<file path="config.mk">
export PLATFORM = sky130hd
export DESIGN_NAME = pointer_angle_from_center
export DESIGN_NICKNAME = d
export VERILOG_FILES = /design/src/rtl/pac_pkg.sv /design/src/rtl/pac_front.sv /design/src/rtl/pac_stage.sv /design/src/rtl/pac_back.sv /design/src/rtl/pointer_angle_from_center.sv
export SDC_FILE = /design/constraint.sdc
export NUM_CORES = 2
export LEC_CHECK = 0
export ABC_AREA = 1
export BUFFER_PORTS_ARGS = -buffer_cell sky130_fd_sc_hd__buf_2
export CELL_PAD_IN_SITES_DETAIL_PLACEMENT = 1
export CELL_PAD_IN_SITES_GLOBAL_PLACEMENT = 1
export CORE_MARGIN = 3
export CORE_UTILIZATION = 40
export CTS_CLUSTER_DIAMETER = 150
export DETAILED_ROUTE_END_ITERATION = 10
export PLACE_DENSITY_LB_ADDON = 0.25
export SKIP_CTS_REPAIR_TIMING = 1
export SLEW_MARGIN = 20
export SYNTH_ARGS = -nofsm -noshare
export SYNTH_HDL_FRONTEND = slang
export SYNTH_SLANG_ARGS = --single-unit
</file>
<file path="constraint.sdc">
create_clock -name clk -period 10.7 [get_ports clk]
set_clock_uncertainty 0.15 [all_clocks]
set_input_delay 1.605 -clock clk [delete_from_list [all_inputs] [get_ports clk]]
set_output_delay 1.605 -clock clk [all_outputs]
set_load 0.03 [all_outputs]
</file>
<file path="src/rtl/pac_pkg.sv">
// ----------------------------------------------------------------------------
// pac_pkg
// Shared types and constants for the pointer angle pipeline: register
// indexes, fixed widths, the CORDIC arctangent table in degrees.
// ----------------------------------------------------------------------------
package pac_pkg;

  // configuration register indexes
  localparam logic [7:0] REG_WINDOW_WIDTH  = 8'd0;
  localparam logic [7:0] REG_WINDOW_HEIGHT = 8'd1;

  // configuration register width and reset values
  localparam int          CFG_BITS     = 13;
  localparam logic [12:0] WIDTH_RESET  = 13'd800;
  localparam logic [12:0] HEIGHT_RESET = 13'd600;

  // guard bits below the offset in the CORDIC datapath
  localparam int GUARD_BITS = 20;

  // angle accumulator: degrees with TABLE_FRAC fraction bits
  localparam int TABLE_FRAC = 24;
  localparam int TABLE_LEN  = 24;
  localparam int ZW         = 32;

  // right angle in accumulator units, used for the clamp
  localparam logic [31:0] RIGHT_ANGLE = 32'd1509949440;

  // result width
  localparam int ANGLE_BITS = 16;

  // atan(2^-i) in degrees, scaled by 2^24
  localparam logic [31:0] ATAN_TAB [TABLE_LEN] = '{
    32'd754974720, 32'd445687602, 32'd235489088, 32'd119537938,
    32'd60000934,  32'd30029717,  32'd15018523,  32'd7509720,
    32'd3754917,   32'd1877466,   32'd938734,    32'd469367,
    32'd234684,    32'd117342,    32'd58671,     32'd29335,
    32'd14668,     32'd7334,      32'd3667,      32'd1833,
    32'd917,       32'd458,       32'd229,       32'd115
  };

  // which side of the centre the pointer lies on
  typedef struct packed {
    logic dx_zero;
    logic dy_zero;
    logic dx_neg;
    logic dy_neg;
  } quad_t;

endpackage

</file>
<file path="src/rtl/pac_front.sv">
// ----------------------------------------------------------------------------
// pac_front
// Entry stage: offset from the window centre in doubled coordinates,
// magnitudes scaled up for the CORDIC, and the quadrant flags.
// ----------------------------------------------------------------------------
module pac_front #(
  parameter int COORD_BITS = 12,
  parameter int DW         = 14,
  parameter int W          = 37
) (
  input  logic                            clk,
  input  logic                            rst,
  input  logic                            in_valid,
  output logic                            in_ready,
  input  logic [COORD_BITS-1:0]           pointer_x,
  input  logic [COORD_BITS-1:0]           pointer_y,
  input  logic [pac_pkg::CFG_BITS-1:0]    window_width,
  input  logic [pac_pkg::CFG_BITS-1:0]    window_height,
  output logic                            out_valid,
  input  logic                            out_ready,
  output logic signed [W-1:0]             x_out,
  output logic signed [W-1:0]             y_out,
  output pac_pkg::quad_t                  quad_out
);

  localparam int TOP_PAD = W - (DW - 1) - pac_pkg::GUARD_BITS;

  logic signed [DW-1:0] dx;
  logic signed [DW-1:0] dy;
  logic signed [DW-1:0] ndx;
  logic signed [DW-1:0] ndy;
  logic [DW-2:0]        ax;
  logic [DW-2:0]        ay;

  // doubled offset from the centre
  assign dx = $signed({{(DW-COORD_BITS-1){1'b0}}, pointer_x, 1'b0})
            - $signed({{(DW-pac_pkg::CFG_BITS){1'b0}}, window_width});
  assign dy = $signed({{(DW-COORD_BITS-1){1'b0}}, pointer_y, 1'b0})
            - $signed({{(DW-pac_pkg::CFG_BITS){1'b0}}, window_height});
  assign ndx = -dx;
  assign ndy = -dy;
  assign ax  = dx[DW-1] ? ndx[DW-2:0] : dx[DW-2:0];
  assign ay  = dy[DW-1] ? ndy[DW-2:0] : dy[DW-2:0];

  assign in_ready = !out_valid || out_ready;

  // stage valid
  always_ff @(posedge clk) begin
    if (rst) begin
      out_valid <= 1'b0;
    end else if (in_ready) begin
      out_valid <= in_valid;
    end
  end

  // stage payload
  always_ff @(posedge clk) begin
    if (in_valid && in_ready) begin
      x_out            <= $signed({{TOP_PAD{1'b0}}, ax, {pac_pkg::GUARD_BITS{1'b0}}});
      y_out            <= $signed({{TOP_PAD{1'b0}}, ay, {pac_pkg::GUARD_BITS{1'b0}}});
      quad_out.dx_zero <= (dx == '0);
      quad_out.dy_zero <= (dy == '0);
      quad_out.dx_neg  <= dx[DW-1];
      quad_out.dy_neg  <= dy[DW-1];
    end
  end

endmodule

</file>
<file path="src/rtl/pac_stage.sv">
// ----------------------------------------------------------------------------
// pac_stage
// One vectoring CORDIC iteration with its own register: rotates towards
// y = 0 by atan(2^-IDX) and accumulates the angle.
// ----------------------------------------------------------------------------
module pac_stage #(
  parameter int W   = 37,
  parameter int IDX = 0
) (
  input  logic                           clk,
  input  logic                           rst,
  input  logic                           in_valid,
  output logic                           in_ready,
  input  logic signed [W-1:0]            x_in,
  input  logic signed [W-1:0]            y_in,
  input  logic signed [pac_pkg::ZW-1:0]  z_in,
  input  pac_pkg::quad_t                 quad_in,
  output logic                           out_valid,
  input  logic                           out_ready,
  output logic signed [W-1:0]            x_out,
  output logic signed [W-1:0]            y_out,
  output logic signed [pac_pkg::ZW-1:0]  z_out,
  output pac_pkg::quad_t                 quad_out
);

  localparam logic signed [pac_pkg::ZW-1:0] STEP = $signed(pac_pkg::ATAN_TAB[IDX]);

  logic signed [W-1:0]           xs;
  logic signed [W-1:0]           ys;
  logic signed [W-1:0]           x_next;
  logic signed [W-1:0]           y_next;
  logic signed [pac_pkg::ZW-1:0] z_next;

  assign xs = x_in >>> IDX;
  assign ys = y_in >>> IDX;

  // rotate direction follows the sign of y
  always_comb begin
    if (!y_in[W-1]) begin
      x_next = x_in + ys;
      y_next = y_in - xs;
      z_next = z_in + STEP;
    end else begin
      x_next = x_in - ys;
      y_next = y_in + xs;
      z_next = z_in - STEP;
    end
  end

  assign in_ready = !out_valid || out_ready;

  always_ff @(posedge clk) begin
    if (rst) begin
      out_valid <= 1'b0;
    end else if (in_ready) begin
      out_valid <= in_valid;
    end
  end

  always_ff @(posedge clk) begin
    if (in_valid && in_ready) begin
      x_out    <= x_next;
      y_out    <= y_next;
      z_out    <= z_next;
      quad_out <= quad_in;
    end
  end

endmodule

</file>
<file path="src/rtl/pac_back.sv">
// ----------------------------------------------------------------------------
// pac_back
// Output stage: clamps the base angle to 0..90 degrees, rounds it to the
// output fraction, applies the quadrant and holds the result item.
// ----------------------------------------------------------------------------
module pac_back #(
  parameter int ANGLE_FRAC_BITS = 6
) (
  input  logic                               clk,
  input  logic                               rst,
  input  logic                               in_valid,
  output logic                               in_ready,
  input  logic signed [pac_pkg::ZW-1:0]      z_in,
  input  pac_pkg::quad_t                     quad_in,
  output logic                               out_valid,
  input  logic                               out_ready,
  output logic [pac_pkg::ANGLE_BITS-1:0]     angle
);

  localparam int          SH        = pac_pkg::TABLE_FRAC - ANGLE_FRAC_BITS;
  localparam logic [31:0] ROUND_ADD = 32'd1 << (SH - 1);
  localparam logic [31:0] HALF_TURN = 32'd180 << ANGLE_FRAC_BITS;

  logic [31:0] zc;
  logic [31:0] q;
  logic [31:0] res;

  // clamp to the first quadrant, then round half up
  always_comb begin
    if (z_in[pac_pkg::ZW-1]) begin
      zc = '0;
    end else if (32'(z_in) > pac_pkg::RIGHT_ANGLE) begin
      zc = pac_pkg::RIGHT_ANGLE;
    end else begin
      zc = 32'(z_in);
    end
    q = (zc + ROUND_ADD) >> SH;
  end

  // quadrant mapping, centre lines first
  always_comb begin
    priority if (quad_in.dx_zero) begin
      res = '0;
    end else if (quad_in.dy_zero) begin
      res = quad_in.dx_neg ? HALF_TURN : '0;
    end else if (!quad_in.dx_neg && !quad_in.dy_neg) begin
      res = q;
    end else if (quad_in.dx_neg && !quad_in.dy_neg) begin
      res = HALF_TURN - q;
    end else if (!quad_in.dx_neg) begin
      res = '0 - q;
    end else begin
      res = HALF_TURN + q;
    end
  end

  assign in_ready = !out_valid || out_ready;

  always_ff @(posedge clk) begin
    if (rst) begin
      out_valid <= 1'b0;
    end else if (in_ready) begin
      out_valid <= in_valid;
    end
  end

  always_ff @(posedge clk) begin
    if (in_valid && in_ready) begin
      angle <= res[pac_pkg::ANGLE_BITS-1:0];
    end
  end

  // pointer on the vertical centre line, or right on the horizontal one, gives 0
  a_centre_zero: assert property (@(posedge clk) disable iff (rst)
    in_valid && in_ready &&
    (quad_in.dx_zero || (quad_in.dy_zero && !quad_in.dx_neg)) |=> angle == '0)
    else $error("centre line item did not give zero angle");

  // left side of the horizontal centre line gives a half turn
  a_left_half: assert property (@(posedge clk) disable iff (rst)
    in_valid && in_ready && !quad_in.dx_zero && quad_in.dy_zero && quad_in.dx_neg
    |=> angle == HALF_TURN[pac_pkg::ANGLE_BITS-1:0])
    else $error("left centre line item did not give half turn");

endmodule

</file>
<file path="src/rtl/pointer_angle_from_center.sv">
// ----------------------------------------------------------------------------
// pointer_angle_from_center
// Direction of a pointer from the window centre in degrees, y growing
// downward, as a fixed-point angle from a pipelined vectoring CORDIC.
// ----------------------------------------------------------------------------
// Use:
//   Input items on s_tvalid/s_tready/s_tdata carry one pointer position.
//   Result items on m_tvalid/m_tready/m_tdata carry the angle in degrees
//   times 2^ANGLE_FRAC_BITS, two's complement, -90 to 270 degrees.
//   The window size is written on the cfg port (index 0 width, index 1
//   height); write it only while no item is in flight. cfg_ready is always 1.
// Pipeline: entry stage, one register per CORDIC iteration, output stage.
// Throughput: one item per cycle until a stalled output fills the pipeline;
//   every CORDIC iteration has its own adders.
// Reset: clears all stage valid bits and loads width 800, height 600.
// Stall: each stage holds its item while the next one is full and stalled;
//   bubbles close up, so input is still taken until the pipeline is full.
// ----------------------------------------------------------------------------
module pointer_angle_from_center #(
  parameter int COORD_BITS      = 12,
  parameter int ANGLE_FRAC_BITS = 6,
  parameter int CORDIC_STAGES   = 16
) (
  input  logic                                  clk,
  input  logic                                  rst,
  // input items
  input  logic                                  s_tvalid,
  output logic                                  s_tready,
  input  logic [((2*COORD_BITS+7)/8)*8-1:0]     s_tdata,   // pointer_x, pointer_y
  // result items
  output logic                                  m_tvalid,
  input  logic                                  m_tready,
  output logic [pac_pkg::ANGLE_BITS-1:0]        m_tdata,   // angle_deg_q6
  // configuration writes
  input  logic                                  cfg_valid,
  output logic                                  cfg_ready,
  input  logic [7:0]                            cfg_index,
  input  logic [15:0]                           cfg_data
);

  localparam int DW = ((COORD_BITS + 1 > pac_pkg::CFG_BITS) ? COORD_BITS + 1
                                                            : pac_pkg::CFG_BITS) + 1;
  localparam int W  = DW + pac_pkg::GUARD_BITS + 3;
  localparam int N  = CORDIC_STAGES;

  localparam int ANGLE_MIN = -90 * (1 << ANGLE_FRAC_BITS);
  localparam int ANGLE_MAX = 270 * (1 << ANGLE_FRAC_BITS);

  logic [pac_pkg::CFG_BITS-1:0] window_width;
  logic [pac_pkg::CFG_BITS-1:0] window_height;

  logic                          v_s [N+1];
  logic                          r_s [N+1];
  logic signed [W-1:0]           x_s [N+1];
  logic signed [W-1:0]           y_s [N+1];
  logic signed [pac_pkg::ZW-1:0] z_s [N+1];
  pac_pkg::quad_t                q_s [N+1];

  // configuration registers
  assign cfg_ready = 1'b1;

  always_ff @(posedge clk) begin
    if (rst) begin
      window_width  <= pac_pkg::WIDTH_RESET;
      window_height <= pac_pkg::HEIGHT_RESET;
    end else if (cfg_valid && cfg_ready) begin
      unique case (cfg_index)
        pac_pkg::REG_WINDOW_WIDTH:  window_width  <= cfg_data[pac_pkg::CFG_BITS-1:0];
        pac_pkg::REG_WINDOW_HEIGHT: window_height <= cfg_data[pac_pkg::CFG_BITS-1:0];
        default: ;
      endcase
    end
  end

  // entry stage
  pac_front #(
    .COORD_BITS (COORD_BITS),
    .DW         (DW),
    .W          (W)
  ) u_front (
    .clk           (clk),
    .rst           (rst),
    .in_valid      (s_tvalid),
    .in_ready      (s_tready),
    .pointer_x     (s_tdata[COORD_BITS-1:0]),
    .pointer_y     (s_tdata[2*COORD_BITS-1:COORD_BITS]),
    .window_width  (window_width),
    .window_height (window_height),
    .out_valid     (v_s[0]),
    .out_ready     (r_s[0]),
    .x_out         (x_s[0]),
    .y_out         (y_s[0]),
    .quad_out      (q_s[0])
  );

  assign z_s[0] = '0;

  // CORDIC iterations, one register each
  for (genvar i = 0; i < N; i++) begin : g_stage
    pac_stage #(
      .W   (W),
      .IDX (i)
    ) u_stage (
      .clk       (clk),
      .rst       (rst),
      .in_valid  (v_s[i]),
      .in_ready  (r_s[i]),
      .x_in      (x_s[i]),
      .y_in      (y_s[i]),
      .z_in      (z_s[i]),
      .quad_in   (q_s[i]),
      .out_valid (v_s[i+1]),
      .out_ready (r_s[i+1]),
      .x_out     (x_s[i+1]),
      .y_out     (y_s[i+1]),
      .z_out     (z_s[i+1]),
      .quad_out  (q_s[i+1])
    );
  end

  // output stage; final x and y are not needed
  pac_back #(
    .ANGLE_FRAC_BITS (ANGLE_FRAC_BITS)
  ) u_back (
    .clk       (clk),
    .rst       (rst),
    .in_valid  (v_s[N]),
    .in_ready  (r_s[N]),
    .z_in      (z_s[N]),
    .quad_in   (q_s[N]),
    .out_valid (m_tvalid),
    .out_ready (m_tready),
    .angle     (m_tdata)
  );

  // input only backs up behind a result that is waiting
  a_stall_cause: assert property (@(posedge clk) disable iff (rst)
    !s_tready |-> m_tvalid && !m_tready)
    else $error("input stalled without a waiting result");

  // result stays in -90..270 degrees where it fits the output field
  a_angle_range: assert property (@(posedge clk) disable iff (rst)
    m_tvalid && (ANGLE_FRAC_BITS <= 6) |->
    $signed(m_tdata) >= ANGLE_MIN && $signed(m_tdata) <= ANGLE_MAX)
    else $error("result angle out of range");

  // a result that is waiting is not dropped before it is taken
  a_no_drop: assert property (@(posedge clk) disable iff (rst)
    m_tvalid && !m_tready |=> m_tvalid)
    else $error("waiting result dropped");

endmodule
</file>
==> summary.txt <==
STA
  – Final Setup Violations: 0
  – Final worst-path cycle share: just under 60%
  – Least-Margin Pin Slew: 1.04 ns
  – Total negative slack: 0 ns
  – Time the worst path needs with I/O delays and setup: between 6 and 7 ns
  – Final Hold Vio Count: 0
  – Headroom to the max-slew limit: 30.6%
  – Achievable frequency: around 160 MHz
  – Unrepaired setup endpoints after global routing: false
  – Number of pins exceeding their max-slew limit in the final report: 0
  – Minimum hold slack: approximately 0.26 ns
  – Final worst-path setup slack: 4.34 ns

Power and ir drop
  – Tot Pwr: around 13 mW
  – Pwr per Cell Area: a little over 100 mW/mm^2
  – Worst VDD drop: about 0.00012 V
  – Reported leakage power: 55.5 nW

Yosys
  – Sequential element share of the synthesized area: between 30% and 40%
  – Number of flops mapped to enable cells by yosys: 1378
  – Flip-flop cell with the highest count after synthesis: sky130_fd_sc_hd__edfxtp_1
  – Seq cells post-synth: about 1400
  – Post-Synthesis Cells: 14000
  – Synthesized Nets: approximately 15000
  – Warnings, synthesis: 0
  – Syn Area/Cell: 8.41 um^2
  – Async set or reset register ratio after synthesis: 0%
  – Cell area after synthesis: about 0.12 mm^2
  – Post-synth top area share: roughly a third
  – Number of unique standard cell types used by synthesis: 76
  – Cell types with the largest area share after synthesis: sky130_fd_sc_hd__edfxtp_1, sky130_fd_sc_hd__ha_1, sky130_fd_sc_hd__xor2_1, sky130_fd_sc_hd__nand2_1, sky130_fd_sc_hd__a21oi_1
  – Most area-hungry cell type in the Yosys netlist: sky130_fd_sc_hd__edfxtp_1

Drt
  – WL/cell: between 15 and 20 um
  – Final antenna-violating net count: 0
  – Vias post-DR: between 90000 and 100k
  – Number of iterations in the first detailed-routing pass: 6
  – Post-detailed-route via-to-cell ratio: about 5.3
  – Count of routing violations after the opening detailed-route iteration: between 6000 and 7000
  – Drt total wl: 344000 um
  – Remaining DRCs: 0

Worst setup path
  – Endpoint type of the worst setup path: primary output
  – Worst reg2reg path startpoint: g_stage[4].u_stage.y_out[10]
  – Delay of the slowest cell on the worst path: between 0.2 and 0.3 ns
  – Data arrival, critical path: around 4.6 ns
  – Data required time at the worst endpoint: 8.95 ns
  – Family of cells with the greatest summed delay on the critical path: simple AND/OR/NAND/NOR gates
  – Cell breakdown of the critical path: buf_2 -> nor2_2 -> inv_2 -> nor2_2 -> inv_2 -> nor2_4 -> nand2_2 -> nor2_4 -> nand2_2 -> nor2_4 -> nand2_2 -> nor2_4 -> nand2_2 -> nor2_4 -> nand2_2 -> nor2_4 -> nand2_2 -> nor2_4 -> nand2_2 -> nor2_4 -> nand2_2 -> buf_2
  – Type of the worst setup path: in -> out
  – Max Fanout on Critical Path: 3
  – Critical-path cell with the highest stage delay: sky130_fd_sc_hd__nor2_4
  – Buf/Inv on CP: 4
  – Launching element type of the critical path: input pin
  – CP startpoint: m_tready

Clocking
  – CTS sink count: roughly 1400
  – TritonCTS clock tree: built
  – Clock buffer count from CTS: between 150 and 200
  – Deepest clock path buffer count: 4
  – CTS Root Cell: sky130_fd_sc_hd__clkbuf_16
  – Clk pin slew, worst setup/hold paths: 0.06 ns
  – Clock latency at the later pin of the worst-skew pair: about 0.9 ns
  – H-tree level count: 4

Hold path
  – Path type of the worst min-delay path: reg -> reg
  – Start point of the worst hold path: g_stage[6].u_stage.quad_out[2]

Placement
  – Total of buffers placed on input and output ports: 67
  – Hpwl dp: about 280000 um
  – Placer Congestion: between 0.9 and 1
  – Place WS: 4.34 ns

Floorplan
  – Cell row count: between 150 and 200
  – I/O Pins: slightly above 70
  – Starting utilization of the core area: roughly two fifths
  – Vertical die dimension: approximately 550 um
  – Horizontal extent of the die: 550 um
  – Die Outline Area: 0.302 mm^2
  – Core Box Area: around 0.29 mm^2

Finish
  – Fraction of final layout cells sized beyond drive strength 1: around 4%
  – Final #Nets: 15600
  – Synth-to-layout area growth: 9.27%

GRT
  – Largest net degree at the start of global routing: 80
  – Number of antenna violations at the first check in global routing: 7
  – Total gr overflow: 0
  – Tot GR Track Use: approximately 22%
  – First-pass GRT wire length: 544000 um
  – Vias in the first global route: 99800

Status
  – Run status: completed

Run
  – Reported max-cap violation count: 0
-- cell usage in the layout, fill, tap and decap left out, types with 83 or more instances in the layout --
cell type,netlist,layout
sky130_fd_sc_hd__nor2_1,1370,1366
sky130_fd_sc_hd__o21ai_0,608,608
sky130_fd_sc_hd__nand3_1,365,365
sky130_fd_sc_hd__o211ai_1,92,92
sky130_fd_sc_hd__o21a_1,85,85
sky130_fd_sc_hd__ha_1,1278,1278
sky130_fd_sc_hd__nand2_1,2297,2297
sky130_fd_sc_hd__nor3_1,273,273
sky130_fd_sc_hd__nor4_1,83,83
sky130_fd_sc_hd__inv_1,1756,1748
sky130_fd_sc_hd__edfxtp_1,1378,1378
sky130_fd_sc_hd__a21oi_1,1426,1420
sky130_fd_sc_hd__nand4_1,108,108
sky130_fd_sc_hd__a31oi_1,225,225
sky130_fd_sc_hd__xnor2_1,584,584
sky130_fd_sc_hd__clkbuf_16,0,182
sky130_fd_sc_hd__xor2_1,1213,1213
-- final timing paths --
kind,to,slack [ns],cells past startpoint
setup / recovery,s_tready,4.34,22
hold / removal,g_stage[7].u_stage.quad_out[2],0.26,0
setup reg to reg,g_stage[5].u_stage.y_out[36],5.17,24
hold reg to reg,g_stage[7].u_stage.quad_out[2],0.26,0
-- kinds of logic (layout without fill, tap and decap cells) --
logic type | after synthesis | count (layout) | synth area share, %
AOI/OAI and AO/OA | 2955 | 2955 | 14.2
DFF | 1422 | 1422 | 35.8
buffers and inverters | 1896 | 2227 | 6.06
xor gates and xnor gates | 1799 | 1799 | 13.3
adders and majority gates | 1313 | 1313 | 14.1
and+or+nand+nor | 4663 | 4663 | 16.5
other | 1 | 4 | 0.00317
-- through the flow --
step	cells	instance area (um^2)	util, %
3_3_place_gp	18000	123000	42.2
5_1_grt	18300	129000	44.1
6_report	18300	129000	44.1
2_1_floorplan	14000	118000	-
4_1_cts	18300	129000	44.1
3_5_place_dp	18000	123000	42.2
-- report_power, final --
group	internal [mW]	switching (mW)
logic	0.421	0.675
registers	6.19	0.0743
clock network	3.42	2.53
-- registers in the layout (all words and copies together), names as in the netlist --
register / count
u_front.y_out: 13
g_stage.u_stage.quad_out: 64
u_back.angle: 16
u_front.quad_out: 4
g_stage.u_stage.x_out: 411
g_stage.u_stage.z_out: 430
u_front.x_out: 13
g_stage.u_stage.out_valid: 16
window_width: 13
g_stage.u_stage.y_out: 427
u_back.out_valid: 1
u_front.out_valid: 1
window_height: 13
-- cells in the mapped netlist (18+ instances only) --
cell type / n
sky130_fd_sc_hd__nor3_2: 20
sky130_fd_sc_hd__inv_2: 20
sky130_fd_sc_hd__buf_1: 18
sky130_fd_sc_hd__a21boi_1: 42
sky130_fd_sc_hd__o31ai_1: 66
sky130_fd_sc_hd__o21ai_2: 21
sky130_fd_sc_hd__a21boi_0: 35
sky130_fd_sc_hd__o21bai_1: 71
sky130_fd_sc_hd__a21oi_1: 1426
sky130_fd_sc_hd__inv_1: 1756
sky130_fd_sc_hd__nand2_2: 21
sky130_fd_sc_hd__xnor2_1: 584
sky130_fd_sc_hd__nor2_1: 1370
sky130_fd_sc_hd__o211ai_1: 92
sky130_fd_sc_hd__nand3_1: 365
sky130_fd_sc_hd__nor2_2: 19
sky130_fd_sc_hd__xor2_1: 1213
sky130_fd_sc_hd__nor3_1: 273
sky130_fd_sc_hd__o21ai_1: 74
sky130_fd_sc_hd__a21o_1: 66
sky130_fd_sc_hd__ha_1: 1278
sky130_fd_sc_hd__edfxtp_1: 1378
sky130_fd_sc_hd__a211oi_1: 47
sky130_fd_sc_hd__nand4_1: 108
sky130_fd_sc_hd__clkbuf_1: 85
sky130_fd_sc_hd__nand2_1: 2297
sky130_fd_sc_hd__nor4_1: 83
sky130_fd_sc_hd__o21a_1: 85
sky130_fd_sc_hd__or2_2: 33
sky130_fd_sc_hd__fa_1: 35
sky130_fd_sc_hd__a221oi_1: 22
sky130_fd_sc_hd__o221ai_1: 27
sky130_fd_sc_hd__a31oi_1: 225
sky130_fd_sc_hd__o21ai_0: 608
sky130_fd_sc_hd__dfxtp_1: 44
-- cell type report --
cell class | count | area [um^2]
Clock buffer | 214 | 4710
Antenna cell | 3 | 7.51
Timing Repair Buffer | 119 | 766
Inverter | 1783 | 6710
Tap cell | 3900 | 4880
Fill cell | 34800 | 163000
Clock inverter | 111 | 967
Multi-Input combinational cell | 10700 | 68900
Sequential cell | 1422 | 42300
-- worst reg2reg max path, stage by stage (launching register included) --
cell and delay (ns):
sky130_fd_sc_hd__edfxtp_1 0.50, sky130_fd_sc_hd__inv_1 0.21, sky130_fd_sc_hd__ha_1 0.20, sky130_fd_sc_hd__nand2_1 0.08, sky130_fd_sc_hd__nor3_1 0.13, sky130_fd_sc_hd__inv_1 0.08, sky130_fd_sc_hd__nor3_1 0.23, sky130_fd_sc_hd__nor3b_1 0.66
sky130_fd_sc_hd__nor2_1 0.11, sky130_fd_sc_hd__xor2_1 0.17, sky130_fd_sc_hd__ha_1 0.36, sky130_fd_sc_hd__nand2_1 0.07, sky130_fd_sc_hd__inv_1 0.05, sky130_fd_sc_hd__a21oi_1 0.09, sky130_fd_sc_hd__o21ai_0 0.54, sky130_fd_sc_hd__a21boi_1 0.31
sky130_fd_sc_hd__o21bai_1 0.41, sky130_fd_sc_hd__a21oi_1 0.22, sky130_fd_sc_hd__o21bai_1 0.24, sky130_fd_sc_hd__nand2_1 0.08, sky130_fd_sc_hd__nand2_1 0.10, sky130_fd_sc_hd__nand2_1 0.06, sky130_fd_sc_hd__nand2_1 0.06, sky130_fd_sc_hd__a21oi_1 0.07
sky130_fd_sc_hd__xnor2_1 0.12
-- metal layers --
metal  part of all wire (%)  up-vias  global-route usage [%]
met2                     47     1514                    37.4
met1                     47    47000                    30.5
met5                 0.0020        -                       0
met3                    4.1      403                    2.32
met4                    2.2        2                    5.05
li1                       -    48500                       -
Power figures use the tool's default switching activity.
